`config.mk`:
```
export PLATFORM = sky130hd
export DESIGN_NAME = mmu_fifo
export DESIGN_NICKNAME = d
export VERILOG_FILES = /design/src/hw/rtl/matrix_multiply_unit_macros.svh /design/src/hw/rtl/mmu_pkg.sv /design/src/hw/rtl/mmu_fifo.sv
export SDC_FILE = /design/constraint.sdc
export NUM_CORES = 1
export LEC_CHECK = 0
export ABC_CLOCK_PERIOD_IN_PS = 3470
export BUFFER_PORTS_ARGS = -buffer_cell sky130_fd_sc_hd__buf_2
export CORE_MARGIN = 5
export CORE_UTILIZATION = 30
export DETAILED_ROUTE_END_ITERATION = 10
export PLACE_DENSITY_LB_ADDON = 0.15
export SLEW_MARGIN = 20
export SYNTH_ARGS = -nofsm -noshare
export SYNTH_HDL_FRONTEND = slang
export SYNTH_SLANG_ARGS = --single-unit
export TNS_END_PERCENT = 10
```
`constraint.sdc`:
```
create_clock -name clk_i -period 3.47 [get_ports clk_i]
set_input_delay 0.1735 -clock clk_i [delete_from_list [all_inputs] [get_ports clk_i]]
set_output_delay 0.1735 -clock clk_i [all_outputs]
set_load 0.05 [all_outputs]
```
`src/hw/rtl/matrix_multiply_unit_macros.svh`:
```
// Assertion macros shared by the matrix multiply unit RTL.
`ifndef MATRIX_MULTIPLY_UNIT_MACROS_SVH
`define MATRIX_MULTIPLY_UNIT_MACROS_SVH
`ifndef SYNTHESIS
// Check a property on every rising clock edge outside reset.
`define MMU_ASSERT(lbl, clk, rst_n, prop, msg) \
  lbl: assert property (@(posedge clk) disable iff (!rst_n) prop) else $error(msg);
// Check that a condition implies a consequence in the same cycle.
`define MMU_ASSERT_IMPL(lbl, clk, rst_n, ante, cons, msg) \
  `MMU_ASSERT(lbl, clk, rst_n, (ante) |-> (cons), msg)
`else
`define MMU_ASSERT(lbl, clk, rst_n, prop, msg)
`define MMU_ASSERT_IMPL(lbl, clk, rst_n, ante, cons, msg)
`endif
`endif

```
`src/hw/rtl/mmu_pkg.sv`:
```
// Shared constants, types and helpers of the matrix multiply unit.
`timescale 1ns / 1ps
package mmu_pkg;

  localparam int MAX_DIM = 8;
  localparam int DIM_W   = 4;
  localparam int IDX_W   = $clog2(MAX_DIM);
  localparam int DEPTH   = MAX_DIM * MAX_DIM;
  localparam int ADDR_W  = $clog2(DEPTH);
  localparam int CNT_W   = $clog2(DEPTH) + 1;
  localparam int DATA_W  = 32;
  localparam int PROD_W  = 2 * DATA_W;
  localparam int ACC_W   = PROD_W + $clog2(MAX_DIM);
  localparam int FRAC_W  = 16;
  localparam int SH_W    = ACC_W - FRAC_W;

  localparam logic [DATA_W-1:0] SAT_MAX = {1'b0, {(DATA_W-1){1'b1}}};
  localparam logic [DATA_W-1:0] SAT_MIN = {1'b1, {(DATA_W-1){1'b0}}};

  localparam int QDEPTH = 4;
  localparam int QPTR_W = $clog2(QDEPTH);
  localparam int QCNT_W = $clog2(QDEPTH) + 1;

  // Configuration register indexes
  typedef enum logic [1:0] {
    CFG_ROWS_A = 2'd0,
    CFG_INNER  = 2'd1,
    CFG_COLS_B = 2'd2
  } cfg_idx_e;

  // One queued job: an optional store write and an optional product run
  typedef struct packed {
    logic              wr_a;
    logic              wr_b;
    logic [ADDR_W-1:0] addr;
    logic [DATA_W-1:0] value;
    logic              done;
    logic [DIM_W-1:0]  ra;
    logic [DIM_W-1:0]  ni;
    logic [DIM_W-1:0]  cb;
  } job_t;

  typedef struct packed {
    logic              full;
    logic              empty;
    logic [QCNT_W-1:0] count;
  } q_status_t;

  typedef struct packed {
    logic pop;
    logic busy;
  } back_status_t;

  // Map a register value to the dimension it stands for
  function automatic logic [DIM_W-1:0] eff_dim(input logic [DIM_W-1:0] d);
    logic [DIM_W-1:0] r;
    if (d == '0) begin
      r = DIM_W'(1);
    end else if (d > DIM_W'(MAX_DIM)) begin
      r = DIM_W'(MAX_DIM);
    end else begin
      r = d;
    end
    return r;
  endfunction

endpackage

```
`src/hw/rtl/mmu_fifo.sv`:
```
// Short job queue between the front end and the back end.
`timescale 1ns / 1ps
module mmu_fifo (
  input  logic               clk_i,
  input  logic               rst_ni,
  input  logic               push_i,
  input  mmu_pkg::job_t      job_i,
  input  logic               pop_i,
  output mmu_pkg::job_t      head_o,
  output mmu_pkg::q_status_t status_o
);

  mmu_pkg::job_t              mem_q [mmu_pkg::QDEPTH];
  logic [mmu_pkg::QPTR_W-1:0] wr_ptr_q, rd_ptr_q;
  logic [mmu_pkg::QCNT_W-1:0] count_q, count_d;
  logic                       do_push, do_pop;

  assign status_o.full  = (count_q == mmu_pkg::QCNT_W'(mmu_pkg::QDEPTH));
  assign status_o.empty = (count_q == '0);
  assign status_o.count = count_q;
  assign head_o         = mem_q[rd_ptr_q];

  assign do_push = push_i && !status_o.full;
  assign do_pop  = pop_i && !status_o.empty;

  always_comb begin
    count_d = count_q;
    if (do_push && !do_pop) begin
      count_d = count_q + mmu_pkg::QCNT_W'(1);
    end else if (do_pop && !do_push) begin
      count_d = count_q - mmu_pkg::QCNT_W'(1);
    end
  end

  // Advance pointers and occupancy
  always_ff @(posedge clk_i or negedge rst_ni) begin
    if (!rst_ni) begin
      wr_ptr_q <= '0;
      rd_ptr_q <= '0;
      count_q  <= '0;
    end else begin
      count_q <= count_d;
      if (do_push) begin
        wr_ptr_q <= wr_ptr_q + mmu_pkg::QPTR_W'(1);
      end
      if (do_pop) begin
        rd_ptr_q <= rd_ptr_q + mmu_pkg::QPTR_W'(1);
      end
    end
  end

  // Store entries
  always_ff @(posedge clk_i) begin
    if (do_push) begin
      mem_q[wr_ptr_q] <= job_i;
    end
  end

endmodule

```
==> out/results.tsv, run 1 <==
stage	metric	value	unit
worst_setup_path	startpoint_type	register	
route	drt-wirelength-per-cell	18.6	µm
route	dr.first_iter.drc_count	239	
cts	root_buffer	clkbuf_16	
sta	skew	7.84	ps
sta	timing.slew.headroom	41.0	%
floorplan	fp.dieW	175	µm
route	drt-total-wl	15900	µm
grt	grt_usage	10.4	%
cts	cts.sinks	219	
flow_run	drv_cap	0	
cts	cts_buffers	24	
sta	fmax	370	MHz
sta	fin_crit_sh	77.8	%
pwr	p_leak	3.62	nW
floorplan	die-area	0.0305	mm²
cts	clk_path_buf_depth	3	
placement	io_buffers	114	
worst_setup_path	cp.arrival	2530	ps
synthesis	synth-compound-area-share	0	%
floorplan	core	0.0268	mm²
worst_setup_path	end_kind	primary output	
floorplan	fp.dieH	175	µm
cts	clk_latency	500	ps
finish	finish.utilization	38.9	%
grt	grt_pass1_vias	4333	
pwr	total_power	10.1	mW
cts	cts_resized	0	
worst_setup_path	critPathRequiredTime	3300	ps
status	status	finished, final reports clean	
sta	min_period	2700	ps
synthesis	yosys_warnings	0	
synthesis	ys_ff_latch	219	
route	viasPerCell	4.40	
synthesis	synth_mux_area_share	15.2	%
grt	gr-total-overflow	0	
grt	grt_pass1_wl	24700	µm
floorplan	start_util	30.4	%
worst_setup_path	crit_type	register to primary output	
synthesis	postSynthNetCount	376	
floorplan	ios	115	
route	dr.pass1.iters	4	
synthesis	synthAdderAreaFrac	1.01	%
route	antenna_left	0	
cts	h-tree-depth	1	
placement	place.gp.congestion	0.657	
sta	tightest_slew	885	ps
finish	syn_to_final_growth	28.1	%
route	num_vias	3766	
synthesis	synth_top_family_by_area	multiplexers	
floorplan	std_cell_rows	60	
worst_setup_path	cp_max_fo	35	
synthesis	synth.area.top_cells	edfxtp_1 78%, mux4_2 13%, dfrtp_1 2.2%, mux4_1 1.6%, buf_12 1.2%	
synthesis	yosysTopAreaCell	edfxtp_1	
sta	finalMaxSlewViolations	0	
pwr	power_density	971	mW/mm²
synthesis	synth_cells	313	
cts	cts_tree	done	
worst_setup_path	r2r_cells	8	
cts	path_clk_slew	60	ps
worst_setup_path	r2r_slack	1100	ps
route	drc_errors	0	
cts	cts_setup_buffers	0	
sta	setup-violations-final	0	
synthesis	synth_area	0.00814	mm²
synthesis	synthXorXnorAreaFrac	0.646	%
synthesis	syn_avg_cell_area	26.0	µm²
pwr	peakVddDrop	0.539	mV
finish	nets	560	
synthesis	synth_seq_area_share	80.4	%
min_path	hold_class	input port to async pin	
sta	finalSetupTns	0	ps
synthesis	synth_top_area_share	78.2	%
worst_setup_path	r2r-start	count_q[2]	
placement	dp_hpwl	9130	µm
finish	num_antenna_cells	0	
synthesis	synth-simple-area-share	0.769	%
finish	drive_above_1_share	40.7	%
worst_setup_path	rr_endpoint	count_q[2]	
grt	antenna_found_initial	0	
sta	hold_violations	0	
grt	grt_max_degree	55	
sta	rsz0062_at_grt	no	
synthesis	synthDistinctLibCells	21	
cells by family (layout without fill, tap and decap cells):
family        count (synthesis)  count (layout)
fa+ha+maj                     6               6
buf+inv                      17             218
xor+xnor                      6               6
mux                          55              55
simple gates                 10              10
flops                       219             219
worst max path at each step:
stage	start	endpoint	slack (ps)	cells past startpoint
global route	rd_ptr_q[0]	head_o[16]	550	3
finish	rd_ptr_q[0]	head_o[17]	770	3
floorplan	count_q[0]	mem_q[0][0]	470	4
global placement	count_q[2]	mem_q[1][42]	1190	3
CTS	rd_ptr_q[0]	head_o[17]	640	3
detailed placement	count_q[2]	mem_q[2][49]	1060	3
cell usage after synthesis (all sizes together):
cell type	count
inv	4
dfrtp	7
nor2	1
buf	13
fa	1
nand3	1
mux2	2
or3	1
edfxtp	212
nand2	1
xnor2	4
nor3b	1
ha	5
and2	4
mux4	53
nor2b	1
xor2	2
report_power, final:
part / switching [mW] / internal, mW
registers: 0.393 / 3.51
logic: 2.44 / 1.14
clock network: 0.962 / 1.68
sequential cells by signal, indices dropped and copies added (netlist names):
register  flops
wr_ptr_q      2
rd_ptr_q      2
count_q       3
mem_q       212
metal layers:
metal / global-route usage (%) / vias up / routed length [µm]
li1: - / 1697 / -
met1: 13.8 / 1950 / 7080
met2: 17.2 / 97 / 7740
met3: 2.62 / 22 / 851
met4: 2.42 / 0 / 232
met5: 0 / - / 0
through the flow:
stage	setup WS, ps	std cells	cell area, µm²	hold WS, ps
finish	770	855	10400	44.9
floorplan	465	313	8140	-122
detailed placement	1060	757	9030	28.5
global placement	1190	757	9030	18.3
CTS	637	855	10400	22.8
global route	551	855	10400	43.5
cell type report:
cell class / count / area [µm²]
clock buffer: 34 / 689
clock inverter: 9 / 148
fill: 2416 / 16400
inverter: 4 / 15.0
multi-input combinational: 77 / 1450
sequential: 219 / 6550
tap: 341 / 427
timing repair buffer: 171 / 1150
what timing repair did:
| item | 4_1_cts | 5_1_grt |
|---|---|---|
| setup endpoints to repair | 0 | 0 |
| endpoints found under the hold margin | 221 | 0 |
| hold buffers | 55 | 0 |
worst max-delay path: stages (launching register included):
cell and delay (ps):
dfrtp_4 910, buf_4 350, mux4_2 530, buf_2 230
layout by cell type, fill, tap and decap left out, types with 5 or more instances in the layout:
cell           synthesis  final
buf_2                  7    114
clkbuf_1               0      6
clkbuf_16              0     25
dfrtp_1                7      5
dlygate4sd3_1          0     55
edfxtp_1             212    212
ha_1                   5      5
mux4_1                 5      5
mux4_2                48     48
Power figures use the tool's default switching activity.
==> inputs of run 2 (changes only) <==
ABC_CLOCK_PERIOD_IN_PS = 2300   (was 3470)
clock period = 2.3 ns   (was 3.47 ns; I/O delays follow)
==> run 2 against run 1 <==
Against the previous run: clock skew rose by 0.70 ps; clock power rose by 41%; via count rose by 2.5%; count of clock-buffer cells in the layout fell by 4; hold slack improved by 160 ps; highest routed layer unchanged.
==> out/results.tsv, run 2 (synthesis results as in run 1) <==
stage	metric	value	unit
status	status	finished, final reports clean	
grt	grt_pass1_vias	4391	
pwr	power_density	1440	mW/mm²
grt	grt_usage	10.4	%
route	drt-wirelength-per-cell	18.2	µm
worst_setup_path	end_kind	primary output	
floorplan	ios	115	
finish	fillers	2420	
sta	setup-violations-final	0	
floorplan	start_util	30.4	%
grt	grt_pass1_wl	24800	µm
finish	largest_register_ff_count	212	
sta	fin_crit_sh	95.0	%
worst_setup_path	startpoint	rd_ptr_q[0]	
min_path	hold_class	input port to register	
worst_setup_path	cp.arrival	2070	ps
placement	io_buffers	114	
finish	final_common_cell	edfxtp_1	
cts	h-tree-depth	1	
sta	rsz0062_at_grt	yes	
placement	dp_hpwl	9670	µm
placement	pre_cts_ws	92.8	ps
finish	final_cell_mix	212 x edfxtp_1, 114 x buf_2, 56 x dlygate4sd3_1	
floorplan	std_cell_rows	60	
worst_setup_path	crit_type	register to primary output	
sta	finalMaxSlewViolations	0	
pwr	peakVddDrop	0.974	mV
cts	cts_buffers	25	
grt	grt_max_degree	34	
route	drt-total-wl	15900	µm
finish	drive_above_1_share	42.6	%
cts	root_buffer	clkbuf_16	
cts	clk_latency	500	ps
route	num_vias	3861	
worst_setup_path	rr_endpoint	count_q[2]	
worst_setup_path	cp_max_fo	28	
placement	place.gp.congestion	0.658	
sta	tightest_slew	476	ps
route	antenna_left	0	
floorplan	fp.dieH	175	µm
grt	antenna_found_initial	0	
sta	setup_slack	115	ps
sta	timing.slew.headroom	68.2	%
pwr	total_power	15.3	mW
worst_setup_path	r2r_slack	130	ps
finish	num_antenna_cells	0	
sta	finalSetupTns	0	ps
floorplan	fp.dieW	175	µm
sta	fmax	458	MHz
route	dr.first_iter.drc_count	135	
flow_run	drv_cap	0	
worst_setup_path	r2r-start	count_q[0]	
grt	gr-total-overflow	0	
cts	cts_tree	done	
min_path	min-delay-start	push_i	
worst_setup_path	r2r_cells	8	
pwr	p_leak	3.69	nW
floorplan	die-area	0.0305	mm²
sta	hold_violations	0	
cts	cts.sinks	219	
worst_setup_path	startpoint_type	register	
min_path	whs_path_depth	4	
finish	largestRegisters	mem_q (212), count_q (3)	
sta	skew	8.55	ps
cts	path_clk_slew	60	ps
sta	hold_ws	208	ps
finish	regMostFlops	mem_q	
finish	syn_to_final_growth	30.3	%
route	dr.pass1.iters	4	
worst_setup_path	critPathRequiredTime	2180	ps
finish	nets	575	
worst_setup_path	crit_end	head_o[52]	
cts	clk_path_buf_depth	3	
route	drc_errors	0	
floorplan	core	0.0268	mm²
route	viasPerCell	4.44	
sta	min_period	2180	ps
-- run 2: timing repair --
item,4_1_cts,5_1_grt
setup endpoints to repair,31,2
hold buffers,56,0
buffers inserted,2,0
gates resized for setup,1,1
hold endpoints to repair,221,0
-- run 2: layer usage --
layer	part of all wire (%)	up-vias	track usage, %
li1	-	1724	-
met1	41	2022	12.8
met2	52	94	18.4
met3	5.8	21	2.64
met4	1.4	0	2.65
met5	0	-	0
-- run 2: cell type report --
class	instances	area [µm²]	share of cell area, %
well taps	341	427	4.02
flip-flops and latches	219	6550	61.8
repair buffers	185	1360	12.9
clock inverters	13	138	1.30
multi-input cells	77	1470	13.8
clock buffers	30	644	6.08
inverters	4	15.0	0.142
-- run 2: metrics by stage --
step,util (%),cells,area (µm²)
6_report,39.6,869,10600
5_1_grt,39.6,869,10600
4_1_cts,39.6,869,10600
3_5_place_dp,34.5,768,9240
3_3_place_gp,34.5,768,9240
2_1_floorplan,-,313,8170
-- run 2: worst min-delay path by stage --
stage / endpoint / slack, ps
final: wr_ptr_q[0] / 210
after global routing: wr_ptr_q[0] / 200
after CTS: wr_ptr_q[0] / 180
after floorplan: count_q[0] / -180
after detailed placement: rd_ptr_q[0] / -40
after global placement: count_q[0] / -40
-- run 2: worst max-delay path: stages (launching register included) --
cell and delay, ps:
dfrtp_4 480, buf_16 240, mux4_1 590, buf_2 230
-- run 2: power breakdown --
| part | internal (mW) | switching, mW | leakage (nW) |
|---|---|---|---|
| sequential | 5.29 | 0.220 | 2.02 |
| clock | 2.31 | 1.41 | 0.384 |
| combinational | 1.95 | 4.11 | 1.29 |
| total | 9.56 | 5.74 | 3.69 |
==> inputs of run 3 (changes only) <==
ABC_AREA = 1   (was default)
==> run 3 against run 2 <==
Against the previous run: wire length increased by 18%; highest routed layer unchanged; cell count up 45%; critical endpoint unchanged; synthesized cell count up 120%; clock skew up 0.58 ps.
==> out/results.tsv, run 3 <==
stage	metric	value	unit
synthesis	synth_top_area_share	72.4	%
route	dr_wl_met2	8650	µm
finish	num_antenna_cells	0	
sta	finalSetupTns	0	ps
synthesis	synthDistinctLibCells	17	
finish	drive_above_1_share	20.1	%
sta	finalMaxSlewViolations	0	
finish	finish.utilization	39.5	%
floorplan	die-area	0.0328	mm²
sta	min_period	2090	ps
synthesis	synth_edf_count	212	
sta	rsz0062_at_grt	no	
pwr	swShare	42.7	%
worst_setup_path	crit_end	head_o[52]	
pwr	total_power	16.7	mW
pwr	p_switching	7.14	mW
worst_setup_path	r2r-start	count_q[1]	
finish	final_common_cell	edfxtp_1	
finish	fin_area	0.0114	mm²
cts	h-tree-depth	1	
synthesis	synth_cells	679	
sta	timing.slew.headroom	72.2	%
pwr	clkPwrFrac	24.6	%
route	antenna_left	0	
grt	grt_usage	11.3	%
worst_setup_path	critPathRequiredTime	2180	ps
route	drc_errors	0	
cts	cts_setup_buffers	0	
synthesis	synth.area.top_cells	edfxtp_1 72%, o211ai_1 9.1%, nand2_1 7.5%, inv_1 5.2%, dfrtp_1 2.0%	
sta	tightest_slew	417	ps
floorplan	fp.dieH	181	µm
cts	clk_latency	510	ps
placement	place.gp.congestion	0.707	
synthesis	synth_top_cells_by_count	212 x edfxtp_1, 176 x nand2_1, 122 x inv_1	
route	drt-wirelength-per-cell	14.8	µm
grt	gr-total-overflow	0	
floorplan	start_util	30.5	%
status	status	finished, final reports clean	
synthesis	synthArstFlopShare	3.20	%
synthesis	synth_seq_area_share	74.4	%
worst_setup_path	r2r_slack	480	ps
sta	setup-violations-final	0	
grt	grt_max_degree	55	
route	routed-wl-met3	897	µm
route	num_vias	5362	
worst_setup_path	rr_endpoint	count_q[2]	
cts	root_buffer	clkbuf_16	
grt	antenna_found_initial	0	
synthesis	yosys_warnings	0	
pwr	combPwrFrac	42.8	%
route	m1WireLength	8780	µm
grt	grt_pass1_vias	5433	
finish	largestRegisters	mem_q (212), count_q (3)	
placement	dp_hpwl	10500	µm
route	viasPerCell	4.25	
synthesis	synthFlopType	edfxtp_1	
sta	fin_crit_sh	90.8	%
pwr	power_density	1470	mW/mm²
placement	io_buffers	114	
finish	multi_input_area	0.00164	mm²
cts	cts_tree	done	
worst_setup_path	r2r_cells	10	
finish	seq_area	0.00655	mm²
route	dr.first_iter.drc_count	196	
sta	skew	9.13	ps
floorplan	core	0.0289	mm²
pwr	peakVddDrop	0.693	mV
synthesis	postSynthNetCount	742	
flow_run	drv_cap	0	
synthesis	synth_area	0.00879	mm²
pwr	p_leak	4.61	nW
route	dr.pass1.iters	4	
grt	grt_pass1_wl	30000	µm
finish	fillers	2786	
floorplan	fp.dieW	181	µm
worst_setup_path	startpoint_type	register	
worst_setup_path	end_kind	primary output	
pwr	p_int	9.57	mW
route	drt-total-wl	18700	µm
synthesis	syn_avg_cell_area	12.9	µm²
finish	nets	922	
finish	regMostFlops	mem_q	
finish	largest_register_ff_count	212	
min_path	hold_class	input port to register	
floorplan	ios	115	
floorplan	std_cell_rows	62	
finish	final_cell_mix	212 x edfxtp_1, 175 x nand2_1, 122 x inv_1	
worst_setup_path	crit_type	register to primary output	
synthesis	yosysTopAreaCell	edfxtp_1	
sta	hold_violations	0	
worst_setup_path	cp_max_fo	45	
synthesis	ys_ff_latch	219	
sta	hold_ws	358	ps
placement	place_area	0.00996	mm²
pwr	seqPwrFrac	32.6	%
worst_setup_path	startpoint	rd_ptr_q[0]	
cts	clk_path_buf_depth	3	
cts	cts_buffers	26	
cts	path_clk_slew	60	ps
finish	syn_to_final_growth	29.7	%
worst_setup_path	cp.arrival	1970	ps
sta	fmax	479	MHz
cts	cts.sinks	219	
route	highest_layer	met4	
synthesis	synth_most_common_cell	edfxtp_1	
[run 3: cell count changes in the layout (fill, tap and decap cells not counted), sizes merged, moves of 2 or more]
cell    previous run  this run
nand2              1       176
inv                4       124
o211ai             0       106
mux4              53         0
nand3              1         7
and2               4         0
clkinv            10        14
nor2               1         4
xnor2              4         1
mux2               2         0
xor2               2         0
[run 3: cell type report]
type                       instances  area share [%]
clock buffer                      29            5.99
timing repair buffer             186            12.2
tap                              384            4.21
sequential                       219            57.4
inverter                         124            4.15
multi-input combinational        302            14.4
clock inverter                    19            1.65
[run 3: power by group through the flow]
| stage | Sequential, mW | Clock (mW) | Combinational (mW) |
|---|---|---|---|
| detailed placement | 5.53 | 0 | 7.25 |
| floorplan | 5.59 | 0 | 5.18 |
| finish | 5.45 | 4.11 | 7.16 |
| global route | 5.52 | 4.43 | 7.78 |
| global placement | 5.53 | 0 | 7.21 |
| CTS | 5.45 | 4.26 | 7.34 |
[run 3: layer usage]
metal  vias up  global-route usage [%]
met1      2496                    15.2
met4         0                    2.37
met2       106                    18.8
li1       2732                       -
met5         -                       0
met3        28                    2.57
[run 3: cell families (layout without fill, tap and decap cells)]
kind of cell | after synthesis | in the layout | share of synthesized area (%)
buf+inv | 158 | 358 | 7.30
compound gates | 107 | 107 | 9.11
flops | 219 | 219 | 74.4
xor+xnor | 1 | 1 | 0.0996
simple gates | 188 | 188 | 8.15
fa+ha+maj | 6 | 6 | 0.939
[run 3: worst max-delay path, stage by stage (launching register included)]
cell,delay (ps)
dfrtp_1,450
inv_8,270
buf_12,230
o211ai_1,110
nand2_1,110
buf_2,270
[run 3: per-stage QoR]
stage / instances / setup WS, ps
3_5_place_dp: 1158 / 504
6_report: 1263 / 212
4_1_cts: 1263 / 91.2
3_3_place_gp: 1158 / 525
2_1_floorplan: 679 / 68.1
5_1_grt: 1263 / 38.1
[run 3: how the worst min path moves through the flow]
stage	startpoint	to	slack (ps)	cells after the start
floorplan	rst_ni	count_q[0]	-180	0
global placement	rst_ni	rd_ptr_q[0]	-30	1
detailed placement	rst_ni	rd_ptr_q[0]	-30	1
CTS	job_i[12]	mem_q[2][12]	330	2
global route	job_i[31]	mem_q[2][31]	350	2
finish	job_i[8]	mem_q[3][8]	360	2
[run 3: timing repair]
item | CTS | global route
endpoints found under the hold margin | 223 | 0
endpoints found under the setup margin | 0 | 3
hold buffers | 57 | 0
gates resized for setup | 0 | 3
