<file path="src/hw/rtl/matrix_multiply_unit_macros.svh">
// Assertion macros shared by the matrix multiply unit RTL.
`ifndef MATRIX_MULTIPLY_UNIT_MACROS_SVH
`define MATRIX_MULTIPLY_UNIT_MACROS_SVH
`ifndef SYNTHESIS
// Check a property on every rising clock edge outside reset.
`define MMU_ASSERT(lbl, clk, rst_n, prop, msg) \
  lbl: assert property (@(posedge clk) disable iff (!rst_n) prop) else $error(msg);
// Check that a condition implies a consequence in the same cycle.
`define MMU_ASSERT_IMPL(lbl, clk, rst_n, ante, cons, msg) \
  `MMU_ASSERT(lbl, clk, rst_n, (ante) |-> (cons), msg)
`else
`define MMU_ASSERT(lbl, clk, rst_n, prop, msg)
`define MMU_ASSERT_IMPL(lbl, clk, rst_n, ante, cons, msg)
`endif
`endif

</file>
<file path="src/hw/rtl/mmu_pkg.sv">
// Shared constants, types and helpers of the matrix multiply unit.
`timescale 1ns / 1ps
package mmu_pkg;

  localparam int MAX_DIM = 8;
  localparam int DIM_W   = 4;
  localparam int IDX_W   = $clog2(MAX_DIM);
  localparam int DEPTH   = MAX_DIM * MAX_DIM;
  localparam int ADDR_W  = $clog2(DEPTH);
  localparam int CNT_W   = $clog2(DEPTH) + 1;
  localparam int DATA_W  = 32;
  localparam int PROD_W  = 2 * DATA_W;
  localparam int ACC_W   = PROD_W + $clog2(MAX_DIM);
  localparam int FRAC_W  = 16;
  localparam int SH_W    = ACC_W - FRAC_W;

  localparam logic [DATA_W-1:0] SAT_MAX = {1'b0, {(DATA_W-1){1'b1}}};
  localparam logic [DATA_W-1:0] SAT_MIN = {1'b1, {(DATA_W-1){1'b0}}};

  localparam int QDEPTH = 4;
  localparam int QPTR_W = $clog2(QDEPTH);
  localparam int QCNT_W = $clog2(QDEPTH) + 1;

  // Configuration register indexes
  typedef enum logic [1:0] {
    CFG_ROWS_A = 2'd0,
    CFG_INNER  = 2'd1,
    CFG_COLS_B = 2'd2
  } cfg_idx_e;

  // One queued job: an optional store write and an optional product run
  typedef struct packed {
    logic              wr_a;
    logic              wr_b;
    logic [ADDR_W-1:0] addr;
    logic [DATA_W-1:0] value;
    logic              done;
    logic [DIM_W-1:0]  ra;
    logic [DIM_W-1:0]  ni;
    logic [DIM_W-1:0]  cb;
  } job_t;

  typedef struct packed {
    logic              full;
    logic              empty;
    logic [QCNT_W-1:0] count;
  } q_status_t;

  typedef struct packed {
    logic pop;
    logic busy;
  } back_status_t;

  // Map a register value to the dimension it stands for
  function automatic logic [DIM_W-1:0] eff_dim(input logic [DIM_W-1:0] d);
    logic [DIM_W-1:0] r;
    if (d == '0) begin
      r = DIM_W'(1);
    end else if (d > DIM_W'(MAX_DIM)) begin
      r = DIM_W'(MAX_DIM);
    end else begin
      r = d;
    end
    return r;
  endfunction

endpackage

</file>
<file path="src/hw/rtl/mmu_front.sv">
// Front end: configuration registers, load counters and job classification.
`timescale 1ns / 1ps
module mmu_front (
  input  logic                        clk_i,
  input  logic                        rst_ni,
  input  logic                        cfg_valid_i,
  output logic                        cfg_ready_o,
  input  logic [1:0]                  cfg_index_i,
  input  logic [mmu_pkg::DIM_W-1:0]   cfg_data_i,
  input  logic                        in_valid_i,
  output logic                        in_stall_o,
  input  logic                        kind_i,
  input  logic signed [31:0]          value_i,
  input  mmu_pkg::q_status_t          q_status_i,
  output logic                        push_o,
  output mmu_pkg::job_t               job_o
);

  logic [mmu_pkg::DIM_W-1:0] rows_a_q, inner_q, cols_b_q;
  logic [mmu_pkg::CNT_W-1:0] a_cnt_q, a_cnt_d, b_cnt_q, b_cnt_d;
  logic [mmu_pkg::DIM_W-1:0] ra, ni, cb;
  logic [mmu_pkg::CNT_W-1:0] a_size, b_size, a_inc, b_inc;
  logic                      accept, a_wr, b_wr, done;

  assign cfg_ready_o = 1'b1;
  assign in_stall_o  = q_status_i.full;
  assign accept      = in_valid_i && !q_status_i.full;

  // Effective dimensions and matrix sizes
  assign ra     = mmu_pkg::eff_dim(rows_a_q);
  assign ni     = mmu_pkg::eff_dim(inner_q);
  assign cb     = mmu_pkg::eff_dim(cols_b_q);
  assign a_size = mmu_pkg::CNT_W'(ra) * mmu_pkg::CNT_W'(ni);
  assign b_size = mmu_pkg::CNT_W'(ni) * mmu_pkg::CNT_W'(cb);

  // Classify the item: store it or drop it, and test for completion
  assign a_wr  = !kind_i && (a_cnt_q < a_size);
  assign b_wr  = kind_i && (b_cnt_q < b_size);
  assign a_inc = a_cnt_q + mmu_pkg::CNT_W'(a_wr);
  assign b_inc = b_cnt_q + mmu_pkg::CNT_W'(b_wr);
  assign done  = (a_inc >= a_size) && (b_inc >= b_size);

  always_comb begin
    a_cnt_d = a_cnt_q;
    b_cnt_d = b_cnt_q;
    if (accept) begin
      a_cnt_d = done ? '0 : a_inc;
      b_cnt_d = done ? '0 : b_inc;
    end
  end

  // Build the queue entry
  assign push_o      = accept && (a_wr || b_wr || done);
  assign job_o.wr_a  = a_wr;
  assign job_o.wr_b  = b_wr;
  assign job_o.addr  = kind_i ? b_cnt_q[mmu_pkg::ADDR_W-1:0] : a_cnt_q[mmu_pkg::ADDR_W-1:0];
  assign job_o.value = value_i;
  assign job_o.done  = done;
  assign job_o.ra    = ra;
  assign job_o.ni    = ni;
  assign job_o.cb    = cb;

  // Hold configuration and load counters
  always_ff @(posedge clk_i or negedge rst_ni) begin
    if (!rst_ni) begin
      rows_a_q <= mmu_pkg::DIM_W'(mmu_pkg::MAX_DIM);
      inner_q  <= mmu_pkg::DIM_W'(mmu_pkg::MAX_DIM);
      cols_b_q <= mmu_pkg::DIM_W'(mmu_pkg::MAX_DIM);
      a_cnt_q  <= '0;
      b_cnt_q  <= '0;
    end else begin
      a_cnt_q <= a_cnt_d;
      b_cnt_q <= b_cnt_d;
      if (cfg_valid_i) begin
        case (cfg_index_i)
          mmu_pkg::CFG_ROWS_A: rows_a_q <= cfg_data_i;
          mmu_pkg::CFG_INNER:  inner_q  <= cfg_data_i;
          mmu_pkg::CFG_COLS_B: cols_b_q <= cfg_data_i;
          default: ;
        endcase
      end
    end
  end

endmodule

</file>
<file path="config.mk">
export PLATFORM = sky130hd
export DESIGN_NAME = mmu_front
export DESIGN_NICKNAME = d
export VERILOG_FILES = /design/src/hw/rtl/matrix_multiply_unit_macros.svh /design/src/hw/rtl/mmu_pkg.sv /design/src/hw/rtl/mmu_front.sv
export SDC_FILE = /design/constraint.sdc
export NUM_CORES = 1
export LEC_CHECK = 0
export BUFFER_PORTS_ARGS = -buffer_cell sky130_fd_sc_hd__buf_2
export CAP_MARGIN = 20
export CORE_MARGIN = 5
export CORE_UTILIZATION = 39
export DETAILED_ROUTE_END_ITERATION = 16
export GPL_TIMING_DRIVEN = 0
export PLACE_DENSITY = 0.64
export SYNTH_ARGS = -nofsm -noshare
export SYNTH_HDL_FRONTEND = slang
export SYNTH_SLANG_ARGS = --single-unit
</file>
<file path="constraint.sdc">
create_clock -name clk_i -period 6.7 [get_ports clk_i]
set_input_delay 1.005 -clock clk_i [delete_from_list [all_inputs] [get_ports clk_i]]
set_output_delay 1.005 -clock clk_i [all_outputs]
set_load 0.01 [all_outputs]
</file>
==> metrics.txt, run 1 <==
ys async rst share=100%; Setup Viol. Count Final=2; Post-DP Area=3560 um^2; Sum Neg Setup Slack=-0.181 ns; Worst Path Required=5.69 ns; prevailing post-synth register cell=dfrtp_1; final slew viol count=0; CTS tree=yes; first-pass GRT wire length=11.6 mm; crit end category=output pin; vias per cell=4.79; number of max-cap violations=0; vias in the first global route=2545; Clock Path Buffers=2; Finished Cell Area=3980 um^2; I/O Buffers=65; DRT iter0 DRCs=50; clock latency on the worst-skew pair=0.27 ns; mux share of post-synthesis cell area=6.24%; CP max-delay cell=fa_1; Reg2Reg Setup Slack=0.88 ns; Core Box Area=7690 um^2; filler cell count=721; WP data arrival=5.80 ns; Seq/Total Area, Yosys=21.3%; n_diodes=0; outcome=finished with violations; DR pass1 iterations=4; setup ws final=-0.110 ns; r2r endpoint=a_cnt_q[2]; H-tree depth=1; initial antenna violation count=0; HP Class=reg2reg; Nets=533; largest net degree at the start of global routing=27; Placed Cells=509; critical-path maximum fanout=4; drt total wl=7.23 mm; Die Area=9740 um^2; Synth cell types=52; syn_nets=440; main combinational cell family by area after synthesis=adder cells; total power per unit cell area=322 nW/um^2; slew margin rel.=59.5%; standard-cell row count=32; # IOs=104; Synth Area per Inst=8.97 um^2; Slew @ Worst Pin=0.602 ns; failing checks=setup timing; hold path start=rows_a_q[0]; Tmin final=6.81 ns; post-synthesis compound-gate area fraction=11.3%; Fmax=0.147 GHz; Clock Skews=0.00162 ns; synth warn=0; CP Class=reg2out; GP Congestion=0.820; Synth Instances=342; chip width=98.7 um; Pwr Total=1.28 mW; Yosys top cell by area=dfrtp_1; post-route ant nets=0; Synth area leaders=dfrtp_1 19%, ha_1 17%, buf_4 9.3%; Post-Synth Adder-Cell Area=23.1%; Residual DRC=0; fin crit share=102%; area of the multi-input gates=2210 um^2; layout cell share with drive strength beyond 1=46.3%; via count=2570; Final Hold Fails=0; Max stage delay on crit path=0.48 ns; GRT overflow=0; Final Non-Filler Cells=536; Synth Register Bits=26; sink of the worst hold path=rows_a_q[0]; commonest cells in the netlist=42 x ha_1, 38 x buf_4, 35 x nor2_1; number of synthesized flops with an enable pin=0; r2r worst-path depth=25; hpwl dp=5.88 mm; CTS buffer count=3; Reg area=654 um^2; WL per Instance=13.5 um; die height=98.7 um; Worst Setup Start Kind=flip-flop; Starting Density=39.9%; Hold Buf Count CTS=0; GRT Total Usage=14.2%; Fin Hold WS=0.515 ns; Leak=2.00 nW; Max VDD drop=144 uV; area grow syn2layout=29.8%; Synth Area in Simple Gates=17.2%; RSZ-0062 raised after global routing=yes; post-synth top area share=18.8%; Post-Synth XOR/XNOR Area=7.34%; Clk pin slew, worst setup/hold paths=0.09 ns; count leader, synth=ha_1; WHS Path Cells=1; final core utilization=51.8%; Root Driver=clkbuf_8; pre-CTS setup slack=-0.723 ns; reg2reg start=inner_q[2]; # clock sinks=26; mapped cell area=3070 um^2
-- logic make-up after synthesis --
logic type,after synthesis
xor+xnor,24
simple gates,107
compound gates,44
other cells,1
mux,17
buf+inv,71
fa+ha+maj,52
flops,26
-- repair_timing --
action	4_1_cts	5_1_grt
pin swaps	32	16
buffers inserted	20	5
endpoints found under the setup margin	2	2
gates resized for setup	31	9
-- metal layers --
layer  up-vias  share of wire, %  global-route usage [%]
met5         -                 0                       0
met4         0              0.94                    1.89
met3         7               6.7                    3.96
met2        76                48                    25.0
met1      1189                44                    17.8
li1       1298                 -                       -
-- worst max-delay path by stage --
stage | start | to | depth (start not counted)
global route | inner_q[2] | push_o | 25
CTS | inner_q[2] | push_o | 25
detailed placement | inner_q[3] | push_o | 25
floorplan | inner_q[1] | push_o | 25
finish | inner_q[2] | push_o | 25
global placement | inner_q[3] | push_o | 25
-- layout by cell type, fill, tap and decap left out, drive strengths merged, types with 2 or more instances in the layout --
| cell type | count |
|---|---|
| a21o | 5 |
| a21oi | 10 |
| and2 | 10 |
| buf | 129 |
| clkbuf | 12 |
| dfrtp | 23 |
| dfstp | 3 |
| fa | 8 |
| ha | 42 |
| inv | 22 |
| maj3 | 2 |
| mux2 | 17 |
| nand2 | 24 |
| nand2b | 7 |
| nand3 | 10 |
| nand3b | 2 |
| nor2 | 35 |
| nor2b | 3 |
| nor3 | 11 |
| o21ai | 7 |
| o21ba | 3 |
| o31ai | 7 |
| or2 | 2 |
| xnor2 | 20 |
| xor2 | 4 |
-- worst max-delay path, delay by kind of cell, from the launching register on --
| kind | cells | cell delay (ns) |
|---|---|---|
| XOR/XNOR | 2 | 0.33 |
| adder cells (fa/ha/maj) | 8 | 2.65 |
| AND/OR/NAND/NOR | 5 | 0.60 |
| flip-flops | 1 | 0.40 |
| AO/OA/AOI/OAI | 7 | 1.29 |
| buffers and inverters | 3 | 0.25 |
-- area by class of cell --
cell class,count,share of cell area (%)
well taps,102,3.21
plain buffers,47,8.27
flip-flops and latches,26,16.4
clock buffers,4,1.38
inverters,22,2.14
repair buffers,90,13.1
multi-input cells,245,55.4
-- flip-flops by register name (all words and copies together) (netlist names) --
register,flops
cols_b_q,4
b_cnt_q,7
inner_q,4
a_cnt_q,7
rows_a_q,4
-- where the power goes --
group	switching [mW]	internal (mW)	total, mW	leakage (nW)
logic	0.452	0.459	0.912	1.66
clock network	0.0514	0.0527	0.104	0.0288
registers	0.0665	0.199	0.265	0.313
(Power assumes the default switching activity.)
==> run 2, diff against run 1 <==
- ABC_AREA: unset -> 1
- PLACE_DENSITY: 0.64 -> 0.63
==> run 2 against run 1 <==
  * The flow now finishes without violations
  * Global-route usage up 0.97 points
  * Via count is 24% higher
  * Routed wire length grew 14%
  * Combinational power up 22%
  * Register-to-register slack better by 0.55 ns
  * Cell count grew 25%
  * Utilization is 0.64 points lower
  * Clock-buffer cell count unchanged
  * Cell area is 6.6% higher
  * Largest cell class unchanged
==> metrics.txt, run 2 <==
biggest regs=a_cnt_q x7, b_cnt_q x7; GRT overflow=0 (unchanged); Setup Viol. Count Final=0 (-2); clock latency on the worst-skew pair=0.28 ns (about the same); # clock sinks=26 (unchanged); I/O Buffers=66 (+1.5%); Max stage delay on crit path=0.58 ns (+0.10 ns); vias in the first global route=3075 (+21%); slew margin rel.=56.9% (-2.6 points); Yosys top cell by area=dfrtp_1; standard-cell row count=33 (+3.1%); post-synth top area share=17.2% (-1.6 points); Clock Skews=0.0160 ns (+0.0144 ns); via count=3198 (+24%); CP max-delay cell=dfstp_2; count leader, synth=nand2_1; Clock Path Buffers=2 (unchanged); ys async rst share=100% (unchanged); Die Area=10500 um^2 (+8.3%); CP Class=reg2out; hold path start=rows_a_q[1]; Seq/Total Area, Yosys=19.5% (-1.8 points); WP data arrival=5.38 ns (-0.42 ns); Root Driver=clkbuf_8; mapped cell area=3350 um^2 (+9.3%); number of max-cap violations=0 (unchanged); synth warn=0 (unchanged); Worst Setup Start Kind=flip-flop; HP Class=reg2reg; CTS tree=yes; Fmax=0.157 GHz (+6.6%); # IOs=104 (unchanged); first-pass GRT wire length=13.0 mm (+12%); chip width=103 um (+4.1%); crit end category=output pin; vias per cell=4.78 (-0.30%); outcome=complete, no violations; Synth Instances=472 (+38%); DR pass1 iterations=4 (unchanged); Starting Density=40.4% (+0.50 points); Finished Cell Area=4240 um^2 (+6.6%); area grow syn2layout=26.6%; Leak=2.39 nW (+19%); WHS Path Cells=2 (+1); Residual DRC=0 (unchanged); Worst Path Required=5.69 ns (about the same); WL per Instance=12.3 um (-8.7%); Synth Area per Inst=7.10 um^2 (-21%); n_diodes=0 (unchanged); r2r worst-path depth=31 (+24%); CTS buffer count=3 (unchanged); reg2reg start=inner_q[3]; critical-path maximum fanout=7 (+3); commonest non-fill, non-tap cells in the layout=95 x nand2_1, 70 x inv_1, 65 x buf_2; GRT Total Usage=15.2% (+0.97 points); sink of the worst hold path=rows_a_q[1]; Synth Register Bits=26 (unchanged); Synth cell types=31 (-40%); number of synthesized flops with an enable pin=0 (unchanged); Nets=663 (+24%); die height=103 um (+4.1%); final core utilization=51.1% (-0.64 points); DRT iter0 DRCs=105 (+110%); post-route ant nets=0 (unchanged); Synth area leaders=dfrtp_1 17%, ha_1 16%, nand2_1 12%; r2r endpoint=a_cnt_q[2]; drt total wl=8.24 mm (+14%); most common cell after layout, fill and taps aside=nand2_1; largest net degree at the start of global routing=27 (unchanged); pre-CTS setup slack=-0.227 ns (+0.496 ns); fin crit share=95.3% (-6.3 points); Final Hold Fails=0 (unchanged); GP Congestion=0.910 (+11%); hpwl dp=6.56 mm (+12%); commonest cells in the netlist=104 x nand2_1, 78 x inv_1, 42 x ha_1; final slew viol count=0 (unchanged); Tmin final=6.39 ns (-0.423 ns); total power per unit cell area=350 nW/um^2 (+8.7%); setup ws final=0.313 ns (+0.423 ns); Reg2Reg Setup Slack=1.43 ns (+0.55 ns); Core Box Area=8300 um^2 (+8.0%); CP dominant cell by count=nand2_1; Hold Buf Count CTS=0 (unchanged); prevailing post-synth register cell=dfrtp_1; initial antenna violation count=0 (unchanged); layout cell share with drive strength beyond 1=37.8% (-8.5 points); H-tree depth=1 (unchanged); Clk pin slew, worst setup/hold paths=0.09 ns (about the same); Slew @ Worst Pin=0.646 ns (+0.0446 ns); syn_nets=570 (+30%); Post-DP Area=3810 um^2 (+7.0%); Max VDD drop=311 uV (+120%)
[run 2: changes by cell type in the layout (fill, tap and decap cells not counted), moves of 11 or more]
cell	previous run	this run
nand2_1	22	95
inv_1	18	70
nand3_1	7	36
o21ai_0	5	28
mux2_2	17	0
nand3_2	2	19
xnor2_1	12	0
nand2_2	2	13
[run 2: repair_timing]
| item | CTS | global route |
|---|---|---|
| resized for setup | 18 | 33 |
| pin swaps | 6 | 23 |
| endpoints found under the setup margin | 2 | 2 |
| buffers inserted | 9 | 14 |
[run 2: worst max path at each step]
stage,from,endpoint,slack (ns)
finish,inner_q[3],push_o,0.31
floorplan,inner_q[3],job_o[12],0.62
global placement,inner_q[3],job_o[12],-0.18
global route,inner_q[3],push_o,-0.008
CTS,inner_q[3],job_o[12],0.02
detailed placement,inner_q[3],job_o[12],-0.23
[run 2: final cells by class]
class                      instances  area, um^2
fill                             812        4060
multi-input combinational        320        2250
sequential                        26         654
timing repair buffer              89         513
buffer                            44         328
inverter                          81         310
tap                              105         131
clock buffer                       4        55.1
[run 2: layer usage]
metal	routed length, um	global-route usage, %
met5	0	0
met4	108	5.15
met3	479	1.35
met2	4200	28.1
met1	3450	18.4
[run 2: logic make-up after synthesis]
family,synth area share (%)
compound gates,8.32
xor+xnor,1.79
fa+ha+maj,20.5
buf+inv,19.1
flops,19.5
other cells,0.112
simple gates,30.7
[run 2: where the power goes]
part	internal [mW]	switching [mW]	leakage, nW
clock	0.0527	0.0529	0.0288
combinational	0.510	0.596	2.02
sequential	0.206	0.0685	0.333
[run 2: critical path, delay by kind of cell (launching register included)]
family                   cells  cell delay, ns
buffers and inverters        7            0.59
AND/OR/NAND/NOR             14            1.29
XOR/XNOR                     1            0.16
flip-flops                   1            0.58
AO/OA/AOI/OAI                2            0.24
adder cells (fa/ha/maj)      7            2.25
[run 2: stage by stage]
| step | instances | hold WS, ns | setup TNS [ns] | power [mW] |
|---|---|---|---|---|
| final | 669 | 0.498 | 0 | 1.49 |
| after global routing | 669 | 0.534 | -0.00770 | 1.65 |
| after CTS | 656 | 0.500 | 0 | 1.34 |
| after detailed placement | 643 | 0.478 | -0.354 | 1.19 |
| after global placement | 643 | 0.466 | -0.258 | 1.17 |
| after floorplan | 472 | 0.447 | 0 | 0.953 |
==> run 3, diff against run 2 <==
- CORE_UTILIZATION: 39 -> 45
- CTS_CLUSTER_SIZE: unset -> 16
- PLACE_DENSITY: 0.63 -> 0.71
==> run 3 against run 2 <==
  * Flip-flop and latch count unchanged
  * Routed wire length increased by 0.92%
  * Cell area decreased by 0.62%
  * Sequential power about the same
  * Power increased by 1.5%
  * Critical endpoint is now job_o[12]
  * Die area decreased by 12%
  * Via count increased by 1.6%
  * Global-route usage increased by 2.3 points
  * Cell count decreased by 0.90%
  * Non-clock buffer count unchanged
==> metrics.txt, run 3 (synthesis gave the netlist of run 2 again) <==
Post-DP Area=3810 um^2 (-0.20%); slew margin rel.=56.7% (-0.21 points); Tmin final=6.56 ns (+0.174 ns); DR pass1 iterations=4 (unchanged); Fin Hold WS=0.495 ns (-0.00227 ns); final slew viol count=0 (unchanged); GRT Total Usage=17.5% (+2.3 points); H-tree depth=1 (unchanged); crit end category=output pin; initial antenna violation count=0 (unchanged); area grow syn2layout=25.8%; Leak=2.39 nW (about the same); GRT overflow=0 (unchanged); Worst Setup Start Kind=flip-flop; Hold Buf Count CTS=0 (unchanged); Residual DRC=0 (unchanged); Clk pin slew, worst setup/hold paths=0.09 ns (about the same); layout cell share with drive strength beyond 1=37.1% (-0.71 points); GP Congestion=0.883 (-2.9%); WP data arrival=5.56 ns (+0.18 ns); Crit path max-delay family=adder cells; Final Hold Fails=0 (unchanged); Max stage delay on crit path=0.60 ns (+0.02 ns); clock latency on the worst-skew pair=0.28 ns (about the same); # clock sinks=26 (unchanged); via count=3249 (+1.6%); die height=96.3 um (-6.2%); hpwl dp=6.51 mm (-0.83%); critical-path maximum fanout=7 (unchanged); Worst Path Buf+Inv=9 (+2); largest net degree at the start of global routing=27 (unchanged); fin crit share=97.9% (+2.6 points); WL per Instance=12.5 um (+1.8%); chip width=96.3 um (-6.2%); Pwr Total=1.51 mW (+1.5%); Slew @ Worst Pin=0.649 ns (+0.00311 ns); Max VDD drop=260 uV (-17%); DRT iter0 DRCs=143 (+36%); CP max-delay cell=dfstp_2; CP dominant cell by count=nand2_1; Die Area=9270 um^2 (-12%); n_diodes=0 (unchanged); outcome=complete, no violations; biggest regs=a_cnt_q x7, b_cnt_q x7; CP Class=reg2out; most common cell after layout, fill and taps aside=nand2_1; first-pass GRT wire length=12.9 mm (-0.22%); Nets=663 (unchanged); Fmax=0.152 GHz (-2.6%); vias per cell=4.90 (+2.5%); Setup Viol. Count Final=0 (unchanged); Core Box Area=7250 um^2 (-13%); commonest non-fill, non-tap cells in the layout=95 x nand2_1, 71 x inv_1, 66 x buf_2; setup ws final=0.139 ns (-0.174 ns); Clock Skews=0.00834 ns (-0.00769 ns); pre-CTS setup slack=-0.165 ns (+0.0619 ns); Starting Density=46.2% (+5.8 points); vias in the first global route=3018 (-1.9%); I/O Buffers=66 (unchanged); post-route ant nets=0 (unchanged); Worst Path Required=5.69 ns (about the same); number of max-cap violations=0 (unchanged); HP Class=reg2reg; # IOs=104 (unchanged); total power per unit cell area=357 nW/um^2 (+2.1%); CTS tree=yes; Finished Cell Area=4220 um^2 (-0.62%); drt total wl=8.32 mm (+0.92%); Clock Path Buffers=2 (unchanged); Root Driver=clkbuf_8; standard-cell row count=31 (-6.1%); CTS buffer count=3 (unchanged)
==> run 3: cell counts in the layout (fill, tap and decap cells not counted) <==
Identical to the previous run, type by type.
==> run 3: worst register-to-register path: cells and delay by family, from the launching register on <==
family	cells	cell delay, ns
compound gates	3	0.30
xor+xnor	1	0.17
fa+ha+maj	7	2.27
buf+inv	7	0.75
flops	1	0.60
simple gates	13	1.22
==> run 3: layout make-up <==
cell class	instances	area, um^2
Multi-Input combinational cell	320	2240
Clock buffer	4	55.1
Tap cell	99	124
Sequential cell	26	654
Timing Repair Buffer	88	495
Fill cell	658	3040
Buffer	45	335
Inverter	81	310
==> run 3: final timing paths <==
path                       cells after the start  slack (ns)           to        start
max                                           31        0.14    job_o[12]   inner_q[3]
max reg2reg                                   31        1.30   a_cnt_q[1]   inner_q[3]
min reg2reg                                    2        0.50  rows_a_q[0]  rows_a_q[0]
min in group asynchronous                      1        0.74   b_cnt_q[6]       rst_ni
min                                            2        0.50  rows_a_q[0]  rows_a_q[0]
max in group asynchronous                      1        5.54   inner_q[1]       rst_ni
==> run 3: metrics by stage <==
| stage | cells | util [%] | setup TNS [ns] |
|---|---|---|---|
| after detailed placement | 637 | 52.5 | -0.232 |
| after floorplan | 472 | - | 0 |
| after global placement | 637 | 52.5 | -0.195 |
| after global routing | 663 | 58.2 | -0.165 |
| after CTS | 646 | 54.7 | 0 |
| final | 663 | 58.2 | 0 |
==> run 3: what timing repair did <==
action                     in CTS  in global routing
setup endpoints to repair       2                  2
pin swaps                       5                 16
hold endpoints to repair        0                  0
resized for setup              17                 29
setup buffers                   5                 17
==> run 3: where the power goes <==
part | internal (mW) | switching (mW) | leakage [nW]
Sequential | 0.206 | 0.0711 | 0.333
Combinational | 0.515 | 0.607 | 2.03
Clock | 0.0528 | 0.0559 | 0.0288
Total | 0.774 | 0.734 | 2.39
==> run 3: routing by layer <==
layer,global-route usage (%),up-vias,share of wire [%]
met5,0,-,0
met4,4.67,0,1.3
met3,1.33,11,6.0
met2,32.0,91,51
met1,21.9,1501,42
li1,-,1646,-
